## src/design/telnet_command_stream_parser_unit_defines.svh

```systemverilog
// assertion macros for the telnet command stream parser
// used by the top level only; no other dependencies
`ifndef TELNET_COMMAND_STREAM_PARSER_UNIT_DEFINES_SVH
`define TELNET_COMMAND_STREAM_PARSER_UNIT_DEFINES_SVH

`ifndef ASSERT_OFF
// property holds at every rising clock edge out of reset
`define TCSP_ASSERT(label, clk, rst_n, prop, msg) \
  label: assert property (@(posedge clk) disable iff (!rst_n) (prop)) else $error(msg);
// condition must never be seen out of reset
`define TCSP_NEVER(label, clk, rst_n, cond, msg) \
  label: assert property (@(posedge clk) disable iff (!rst_n) !(cond)) else $error(msg);
`else
`define TCSP_ASSERT(label, clk, rst_n, prop, msg)
`define TCSP_NEVER(label, clk, rst_n, cond, msg)
`endif

`endif

```

## src/design/tcsp_pkg.sv

```systemverilog
// shared types and codes for the telnet command stream parser
// no dependencies
`timescale 1ns / 1ps

package tcsp_pkg;

  localparam int unsigned LEN_W = 15;

  localparam logic [7:0] CODE_IAC  = 8'd255;
  localparam logic [7:0] CODE_SB   = 8'd250;
  localparam logic [7:0] CODE_SE   = 8'd240;
  localparam logic [7:0] CODE_WILL = 8'd251;
  localparam logic [7:0] CODE_DONT = 8'd254;

  typedef enum logic [2:0] {
    PS_DATA   = 3'd0,
    PS_ESC    = 3'd1,
    PS_OPNEG  = 3'd2,
    PS_SUB    = 3'd3,
    PS_SUBESC = 3'd4,
    PS_ABORT  = 3'd5
  } parse_state_e;

  typedef enum logic [2:0] {
    K_DATA     = 3'd0,
    K_DATA_END = 3'd1,
    K_CMD      = 3'd2,
    K_OPNEG    = 3'd3,
    K_SUB      = 3'd4,
    K_SUB_END  = 3'd5,
    K_ABORT    = 3'd6
  } kind_e;

  typedef struct packed {
    logic [7:0] stream_byte;
    logic       chunk_end;
  } in_t;

  typedef struct packed {
    kind_e            kind;
    logic [7:0]       value;
    logic [7:0]       verb;
    logic [LEN_W-1:0] length;
    logic             last;
  } out_t;

  // one queue entry: the one or two result words caused by a byte
  typedef struct packed {
    logic two;
    out_t r0;
    out_t r1;
  } entry_t;

  typedef struct packed {
    logic full;
    logic empty;
  } q_stat_t;

endpackage

```

## src/design/telnet_command_stream_parser_unit.sv

```systemverilog
// Telnet command stream parser: takes one stream byte per cycle and
// produces up to two result words per byte, one result word per cycle
// while the output is not stalled. A new byte is taken every cycle while
// the entry queue has room; the front end decodes IAC sequences, keeps
// the data and subnegotiation counts and folds the result words of one
// byte into one queue entry. The back end hands those words out one per
// cycle, unless stalled, through an output register, so a byte with two
// results holds the output for both words and the queue (QUEUE_DEPTH
// entries) soaks up such bursts. An accepted byte is written into the
// queue before its first word enters the output register. A data or
// subnegotiation run longer than BUFFER_LIMIT bytes gives one overflow
// abort word; after that every byte is taken and dropped until reset.
// Depends on tcsp_pkg, tcsp_front, tcsp_queue and tcsp_back.
`timescale 1ns / 1ps
`include "telnet_command_stream_parser_unit_defines.svh"

module telnet_command_stream_parser_unit #(
  parameter int unsigned BUFFER_LIMIT = 16384,
  parameter int unsigned QUEUE_DEPTH  = 4
) (
  input  logic           clk_i,
  input  logic           rst_ni,
  // input byte channel
  input  logic           in_valid_i,
  output logic           in_stall_o,
  input  tcsp_pkg::in_t  in_data_i,
  // result word channel
  output logic           out_valid_o,
  input  logic           out_stall_i,
  output tcsp_pkg::out_t out_data_o
);
  import tcsp_pkg::*;

  // front to queue
  logic    push;
  entry_t  push_entry;
  // queue to back
  entry_t  head;
  logic    pop;
  q_stat_t q_stat;

  // byte decode, parse state and segment counters
  tcsp_front #(
    .BUFFER_LIMIT (BUFFER_LIMIT)
  ) u_front (
    .clk_i      (clk_i),
    .rst_ni     (rst_ni),
    .in_valid_i (in_valid_i),
    .in_stall_o (in_stall_o),
    .in_data_i  (in_data_i),
    .q_stat_i   (q_stat),
    .push_o     (push),
    .entry_o    (push_entry)
  );

  // decouples the decode rate from output back-pressure
  tcsp_queue #(
    .DEPTH (QUEUE_DEPTH)
  ) u_queue (
    .clk_i       (clk_i),
    .rst_ni      (rst_ni),
    .push_i      (push),
    .push_data_i (push_entry),
    .pop_i       (pop),
    .head_o      (head),
    .stat_o      (q_stat)
  );

  // serialises each entry into single words on the output register
  tcsp_back u_back (
    .clk_i       (clk_i),
    .rst_ni      (rst_ni),
    .head_i      (head),
    .q_stat_i    (q_stat),
    .pop_o       (pop),
    .out_valid_o (out_valid_o),
    .out_stall_i (out_stall_i),
    .out_data_o  (out_data_o)
  );

  // the front must never push into a full queue
  `TCSP_NEVER(a_no_overflow, clk_i, rst_ni, push && q_stat.full, "queue overflow")
  // the back must never pop an empty queue
  `TCSP_NEVER(a_no_underflow, clk_i, rst_ni, pop && q_stat.empty, "queue underflow")
  // an abort word is always the only and final word of its byte
  `TCSP_ASSERT(a_abort_last, clk_i, rst_ni,
    (out_valid_o && out_data_o.kind == K_ABORT) |-> (out_data_o.last && out_data_o.length == '0),
    "abort word malformed")

endmodule

```

## src/design/tcsp_front.sv

```systemverilog
// front end: takes stream bytes, runs the telnet parse state and counters
// and pushes the result words of each byte as one queue entry; uses tcsp_pkg
`timescale 1ns / 1ps

module tcsp_front #(
  parameter int unsigned BUFFER_LIMIT = 16384
) (
  input  logic             clk_i,
  input  logic             rst_ni,
  input  logic             in_valid_i,
  output logic             in_stall_o,
  input  tcsp_pkg::in_t    in_data_i,
  input  tcsp_pkg::q_stat_t q_stat_i,
  output logic             push_o,
  output tcsp_pkg::entry_t entry_o
);
  import tcsp_pkg::*;

  localparam int unsigned CNT_W = $clog2(BUFFER_LIMIT + 1);
  localparam logic [CNT_W-1:0] LIMIT = CNT_W'(BUFFER_LIMIT);
  localparam logic [CNT_W-1:0] ONE = CNT_W'(1);

  parse_state_e     state_q, state_d;
  logic [7:0]       last_cmd_q, last_cmd_d;
  logic [CNT_W-1:0] data_cnt_q, data_cnt_d;
  logic [CNT_W-1:0] sub_cnt_q, sub_cnt_d;

  out_t       slot [2];
  logic [1:0] n;
  logic [7:0] b;
  logic       accept;

  function automatic out_t mk_res(kind_e k, logic [7:0] v, logic [7:0] vb,
                                  logic [LEN_W-1:0] len);
    out_t r;
    r.kind   = k;
    r.value  = v;
    r.verb   = vb;
    r.length = len;
    r.last   = 1'b0;
    return r;
  endfunction

  assign b          = in_data_i.stream_byte;
  assign in_stall_o = q_stat_i.full;
  assign accept     = in_valid_i && !in_stall_o;

  always_comb begin
    state_d    = state_q;
    last_cmd_d = last_cmd_q;
    data_cnt_d = data_cnt_q;
    sub_cnt_d  = sub_cnt_q;
    n          = 2'd0;
    slot[0]    = mk_res(K_DATA, 8'd0, 8'd0, '0);
    slot[1]    = mk_res(K_DATA, 8'd0, 8'd0, '0);

    case (state_q)
      PS_DATA: begin
        if (b == CODE_IAC) begin
          state_d = PS_ESC;
        end else if (data_cnt_q >= LIMIT) begin
          state_d = PS_ABORT;
          slot[n[0]] = mk_res(K_ABORT, 8'd0, 8'd0, '0);
          n = n + 2'd1;
        end else begin
          data_cnt_d = data_cnt_q + ONE;
          slot[n[0]] = mk_res(K_DATA, b, 8'd0, '0);
          n = n + 2'd1;
        end
      end
      PS_ESC: begin
        last_cmd_d = b;
        if (b == CODE_IAC) begin
          // escaped 0xff is a data byte that also closes the segment
          state_d = PS_DATA;
          if (data_cnt_q >= LIMIT) begin
            state_d = PS_ABORT;
            slot[n[0]] = mk_res(K_ABORT, 8'd0, 8'd0, '0);
            n = n + 2'd1;
          end else begin
            data_cnt_d = data_cnt_q + ONE;
            slot[n[0]] = mk_res(K_DATA, b, 8'd0, '0);
            n = n + 2'd1;
          end
          if (state_d != PS_ABORT && data_cnt_d != '0) begin
            slot[n[0]] = mk_res(K_DATA_END, 8'd0, 8'd0, LEN_W'(data_cnt_d));
            n = n + 2'd1;
            data_cnt_d = '0;
          end
        end else if (b == CODE_SB) begin
          state_d   = PS_SUB;
          sub_cnt_d = '0;
        end else if (b >= CODE_WILL && b <= CODE_DONT) begin
          state_d = PS_OPNEG;
        end else begin
          state_d = PS_DATA;
          if (data_cnt_q != '0) begin
            slot[n[0]] = mk_res(K_DATA_END, 8'd0, 8'd0, LEN_W'(data_cnt_q));
            n = n + 2'd1;
            data_cnt_d = '0;
          end
          slot[n[0]] = mk_res(K_CMD, b, 8'd0, '0);
          n = n + 2'd1;
        end
      end
      PS_OPNEG: begin
        state_d = PS_DATA;
        if (data_cnt_q != '0) begin
          slot[n[0]] = mk_res(K_DATA_END, 8'd0, 8'd0, LEN_W'(data_cnt_q));
          n = n + 2'd1;
          data_cnt_d = '0;
        end
        slot[n[0]] = mk_res(K_OPNEG, b, last_cmd_q, '0);
        n = n + 2'd1;
      end
      PS_SUB, PS_SUBESC: begin
        if (state_q == PS_SUB && b == CODE_IAC) begin
          state_d = PS_SUBESC;
        end else if (state_q == PS_SUBESC && b == CODE_SE) begin
          // end of subnegotiation closes both segments
          state_d = PS_DATA;
          if (data_cnt_q != '0) begin
            slot[n[0]] = mk_res(K_DATA_END, 8'd0, 8'd0, LEN_W'(data_cnt_q));
            n = n + 2'd1;
            data_cnt_d = '0;
          end
          if (sub_cnt_q != '0) begin
            slot[n[0]] = mk_res(K_SUB_END, 8'd0, 8'd0, LEN_W'(sub_cnt_q));
            n = n + 2'd1;
            sub_cnt_d = '0;
          end
        end else begin
          state_d = PS_SUB;
          if (sub_cnt_q >= LIMIT) begin
            state_d = PS_ABORT;
            slot[n[0]] = mk_res(K_ABORT, 8'd0, 8'd0, '0);
            n = n + 2'd1;
          end else begin
            sub_cnt_d = sub_cnt_q + ONE;
            slot[n[0]] = mk_res(K_SUB, b, 8'd0, '0);
            n = n + 2'd1;
          end
        end
      end
      default: begin
        state_d = state_q;
      end
    endcase

    // chunk end flushes open data unless the parser has aborted
    if (in_data_i.chunk_end && state_d != PS_ABORT && state_q != PS_ABORT &&
        data_cnt_d != '0) begin
      slot[n[0]] = mk_res(K_DATA_END, 8'd0, 8'd0, LEN_W'(data_cnt_d));
      n = n + 2'd1;
      data_cnt_d = '0;
    end

    if (n == 2'd2) begin
      slot[1].last = 1'b1;
    end else begin
      slot[0].last = 1'b1;
    end
  end

  assign push_o     = accept && (n != 2'd0);
  assign entry_o.two = (n == 2'd2);
  assign entry_o.r0  = slot[0];
  assign entry_o.r1  = slot[1];

  always_ff @(posedge clk_i or negedge rst_ni) begin
    if (!rst_ni) begin
      state_q    <= PS_DATA;
      last_cmd_q <= 8'd0;
      data_cnt_q <= '0;
      sub_cnt_q  <= '0;
    end else if (accept) begin
      state_q    <= state_d;
      last_cmd_q <= last_cmd_d;
      data_cnt_q <= data_cnt_d;
      sub_cnt_q  <= sub_cnt_d;
    end
  end

endmodule

```

## src/design/tcsp_queue.sv

```systemverilog
// short entry queue between front and back, head shown ahead
// uses tcsp_pkg
`timescale 1ns / 1ps

module tcsp_queue #(
  parameter int unsigned DEPTH = 4
) (
  input  logic              clk_i,
  input  logic              rst_ni,
  input  logic              push_i,
  input  tcsp_pkg::entry_t  push_data_i,
  input  logic              pop_i,
  output tcsp_pkg::entry_t  head_o,
  output tcsp_pkg::q_stat_t stat_o
);
  import tcsp_pkg::*;

  localparam int unsigned PW = (DEPTH > 1) ? $clog2(DEPTH) : 1;
  localparam int unsigned CW = $clog2(DEPTH + 1);
  localparam logic [PW-1:0] LAST_PTR = PW'(DEPTH - 1);

  entry_t         mem_q [DEPTH];
  logic [PW-1:0]  wr_q, wr_d, rd_q, rd_d;
  logic [CW-1:0]  cnt_q, cnt_d;

  always_comb begin
    wr_d  = wr_q;
    rd_d  = rd_q;
    cnt_d = cnt_q;
    if (push_i) begin
      wr_d = (wr_q == LAST_PTR) ? '0 : wr_q + PW'(1);
    end
    if (pop_i) begin
      rd_d = (rd_q == LAST_PTR) ? '0 : rd_q + PW'(1);
    end
    if (push_i && !pop_i) begin
      cnt_d = cnt_q + CW'(1);
    end else if (pop_i && !push_i) begin
      cnt_d = cnt_q - CW'(1);
    end
  end

  always_ff @(posedge clk_i) begin
    if (push_i) begin
      mem_q[wr_q] <= push_data_i;
    end
  end

  always_ff @(posedge clk_i or negedge rst_ni) begin
    if (!rst_ni) begin
      wr_q  <= '0;
      rd_q  <= '0;
      cnt_q <= '0;
    end else begin
      wr_q  <= wr_d;
      rd_q  <= rd_d;
      cnt_q <= cnt_d;
    end
  end

  assign head_o       = mem_q[rd_q];
  assign stat_o.full  = (cnt_q == CW'(DEPTH));
  assign stat_o.empty = (cnt_q == '0);

endmodule

```

## src/design/tcsp_back.sv

```systemverilog
// back end: splits queue entries into single result words and drives
// the registered output channel; uses tcsp_pkg
`timescale 1ns / 1ps

module tcsp_back (
  input  logic              clk_i,
  input  logic              rst_ni,
  input  tcsp_pkg::entry_t  head_i,
  input  tcsp_pkg::q_stat_t q_stat_i,
  output logic              pop_o,
  output logic              out_valid_o,
  input  logic              out_stall_i,
  output tcsp_pkg::out_t    out_data_o
);
  import tcsp_pkg::*;

  logic sel_q, sel_d;
  logic out_valid_q, out_valid_d;
  out_t out_q;
  logic load;

  // move a word whenever the output register is free or being taken
  assign load  = !q_stat_i.empty && (!out_valid_q || !out_stall_i);
  assign pop_o = load && (sel_q || !head_i.two);

  always_comb begin
    sel_d       = sel_q;
    out_valid_d = out_valid_q && out_stall_i;
    if (load) begin
      sel_d       = !sel_q && head_i.two;
      out_valid_d = 1'b1;
    end
  end

  always_ff @(posedge clk_i or negedge rst_ni) begin
    if (!rst_ni) begin
      sel_q       <= 1'b0;
      out_valid_q <= 1'b0;
    end else begin
      sel_q       <= sel_d;
      out_valid_q <= out_valid_d;
    end
  end

  always_ff @(posedge clk_i) begin
    if (load) begin
      out_q <= sel_q ? head_i.r1 : head_i.r0;
    end
  end

  assign out_valid_o = out_valid_q;
  assign out_data_o  = out_q;

endmodule

```

## config.mk

```make
export PLATFORM = sky130hd
export DESIGN_NAME = telnet_command_stream_parser_unit
export DESIGN_NICKNAME = d
export VERILOG_FILES = /design/src/design/tcsp_pkg.sv /design/src/design/telnet_command_stream_parser_unit.sv /design/src/design/tcsp_front.sv /design/src/design/tcsp_queue.sv /design/src/design/tcsp_back.sv
export VERILOG_INCLUDE_DIRS = /design/src /design/src/design
export SDC_FILE = /design/constraint.sdc
export NUM_CORES = 1
export LEC_CHECK = 0
export BUFFER_PORTS_ARGS = -buffer_cell sky130_fd_sc_hd__buf_2
export CORE_ASPECT_RATIO = 0.75
export CORE_MARGIN = 1.5
export CORE_UTILIZATION = 45
export CTS_CLUSTER_SIZE = 16
export DETAILED_ROUTE_END_ITERATION = 8
export GPL_TIMING_DRIVEN = 0
export PLACE_DENSITY = 0.66
export SYNTH_ARGS = -nofsm -noshare
export SYNTH_HDL_FRONTEND = slang
export SYNTH_SLANG_ARGS = --single-unit
```

## constraint.sdc

```tcl
create_clock -name clk_i -period 7.2 [get_ports clk_i]
set_input_delay 0.72 -clock clk_i [delete_from_list [all_inputs] [get_ports clk_i]]
set_output_delay 0.72 -clock clk_i [all_outputs]
set_load 0.005 [all_outputs]
```

==> flow_summary.toml <==
[clocking]
numCtsBuffers = 36
cts_sinks = 365
ctsResizeCount = 0
cts_setup_buffers = 0
ctsRootBufferMaster = "clkbuf_16"
cts_tree = "done"
htreeDepth = 2
hold_buffers = 0
clk_latency_ps = 550
clockBufferDepth = 3
path_clk_slew_ps = 60

[floorplanning]
initial_core_util = 0.459
fp.dieW_um = 224
design.die.area_mm2 = 0.0380
rows = 60
io_pins = 50
die_h_um = 169
design.core.area_mm2 = 0.0360

[sta]
holdWs_ps = 231
fin_tns_setup_ps = 0
max-slew-margin-rel = 0.228
rsz0062_at_grt = "no"
min_period_ps = 5680
finalCritPeriodShare = 0.789
setup_viol = 0
worstMarginPinSlew_ps = 1160
fmax_mhz = 176
final-hold-violation-count = 0
fin_skew_ps = 22.0
drv_slew = 0

[yosys]
synth.most_common_cell = "edfxtp_1"
ys_ff_latch = 365
synthTopCellsByCount = "315 x edfxtp_1, 175 x nand2_1, 70 x mux4_2"
synthMuxAreaShare = 0.112
synth_area_leaders = "edfxtp_1 57%, mux4_2 9.5%, dfrtp_1 7.6%, nand2_1 4.0%, o21ai_0 1.7%"
postSynthAreaPerCell_um2 = 14.1
synth_nets = 1201
ys_types = 78
yosys_warnings = 0
synth_flop_cell = "edfxtp_1"
syn_inst = 1174
synth_top_area_cell = "edfxtp_1"
syn-cell-area_mm2 = 0.0166
synthAdderAreaFrac = 0.0110
synth_edf_count = 315
synth_compound_area_frac = 0.0809
async_flop_share = 0.137
yosys.area_share.simple = 0.116
seq_area_frac_synth = 0.647
synth_xor_xnor_area_share = 0.0106
synth_top_family_by_area = "simple AND/OR/NAND/NOR gates"
synth_top_area_share = 0.572

[detailed_routing]
wire_per_inst_um = 24.3
vias_per_cell = 6.06
first_pass_iters = 7
drt_iter0_drc = 1280
drc_errors = 0
ant_nets = 0
finalWirelength_mm = 42.6
num_vias = 10630

[finish]
layout-drive-gt1-share = 0.173
stdcell_area_mm2 = 0.0187
area_growth_pct = 12.8
nFillCells = 3031
n_antenna_cell = 0
regArea_mm2 = 0.0107
layout.nets = 1291
multi_input_area_mm2 = 0.00550

[global_routing]
antenna_found_initial = 0
grt_util_all_layers = 0.232
grt_max_degree = 59
grt_pass1_vias = 10206
gr-total-overflow = 0
grt_first_pass_wirelength_mm = 65.2

[power]
p_leak_nw = 6.50
ir_drop_uv = 250
powerDensity_mw_per_mm2 = 426

[place]
port_buffers = 47
dp_hpwl_mm = 29.0
finalWeightedCongestion = 0.972
place_area_mm2 = 0.0175

[worst_setup_path]
crit_arrival_ps = 5900
cp-end-kind = "flop"
path_class = "reg2reg"
cp-start-kind = "flop"
crit_fanout = 40
cp_data_required_time_ps = 7420

[flow_run]
maxCapViolCount = 0

[run_status]
status = "finished, final reports clean"

[min_path]
hold_class = "in2async"
==> per-stage QoR <==
step	power, W	instances	setup slack (ps)	util
floorplan	0.00512	1174	1790	-
detailed placement	0.00614	1691	1630	0.486
global route	0.00838	1754	1310	0.518
CTS	0.00801	1754	1680	0.518
finish	0.00796	1754	1520	0.518
global placement	0.00609	1686	-562	0.482
==> path summary, 6_finish.rpt <==
| check | slack, ps | cells after the start | end | startpoint |
|---|---|---|---|---|
| max reg2reg | 1520 | 14 | u_queue.mem_q[0][20] | u_front.data_cnt_q[0] |
| max in group asynchronous | 6450 | 1 | u_front.last_cmd_q[5] | rst_ni |
| max | 1520 | 14 | u_queue.mem_q[0][20] | u_front.data_cnt_q[0] |
| min | 230 | 1 | u_front.data_cnt_q[10] | rst_ni |
| min reg2reg | 500 | 1 | u_queue.cnt_q[2] | u_queue.cnt_q[2] |
| min in group clk_i | 430 | 3 | u_back.out_valid_o | out_stall_i |
==> layer usage <==
| layer | vias up | track usage | part of all wire |
|---|---|---|---|
| li1 | 4715 | - | - |
| met1 | 5368 | 0.363 | 0.47 |
| met2 | 464 | 0.322 | 0.42 |
| met3 | 83 | 0.0453 | 0.083 |
| met4 | 0 | 0.0765 | 0.032 |
| met5 | - | 0 | 0 |
==> area by class of cell <==
cell class / count / area share
flip-flops and latches: 365 / 0.574
inverters: 18 / 0.00362
clock inverters: 14 / 0.00951
clock buffers: 49 / 0.0520
plain buffers: 75 / 0.0166
multi-input cells: 716 / 0.294
well taps: 465 / 0.0312
repair buffers: 52 / 0.0193
==> layout by cell type (no fill, tap or decap), drive strengths merged, types with 5 or more instances in the layout <==
cell and instances:
a211oi 9, a21o 5, a21oi 28, a22o 7, a22oi 13, a31oi 6
and2 28, and3 18, buf 76, clkbuf 100, clkinv 8, dfrtp 50
edfxtp 315, ha 13, inv 20, mux2 14, mux2i 11, mux4 70
nand2 175, nand2b 11, nand3 15, nand4 14, nor2 62, nor2b 12
nor3 20, nor3b 5, nor4 13, o21ai 57, o221ai 15, o31ai 13
xnor2 15, xor2 5
==> logic make-up (layout without fill, tap and decap cells) <==
| group | after synthesis | after routing |
|---|---|---|
| DFF | 365 | 365 |
| muxes | 95 | 95 |
| buffers and inverters | 93 | 208 |
| adders and majority gates | 14 | 14 |
| AOI/OAI and AO/OA | 195 | 195 |
| xor gates and xnor gates | 20 | 20 |
| and+or+nand+nor | 392 | 392 |
==> state kept, by name (all words and copies together) (netlist names) <==
| register | cells |
|---|---|
| u_queue.mem_q | 280 |
| u_back.out_data_o | 35 |
| u_front.data_cnt_q | 15 |
| u_front.sub_cnt_q | 15 |
| u_front.last_cmd_q | 8 |
| u_front.state_q | 3 |
| u_queue.cnt_q | 3 |
| u_queue.rd_q | 2 |
| u_queue.wr_q | 2 |
| u_back.out_valid_o | 1 |
| u_back.sel_q | 1 |
==> where the power goes <==
part | switching [W] | leakage [nW] | internal, W
logic | 0.00180 | 2.36 | 0.00106
registers | 0.000161 | 3.58 | 0.00307
clock network | 0.000797 | 0.554 | 0.00107
total | 0.00276 | 6.50 | 0.00520
==> worst max-delay path: stages, from the launching register on <==
cell	delay (ps)
dfrtp_1	350
ha_1	310
nor2b_1	160
clkbuf_1	400
nand4_1	170
xor2_1	540
o2111ai_1	330
o31ai_1	510
nand2b_1	160
clkbuf_1	370
nand3b_1	320
and3_1	300
a221oi_4	420
and2_4	630
buf_12	300
(Power assumes the default switching activity.)
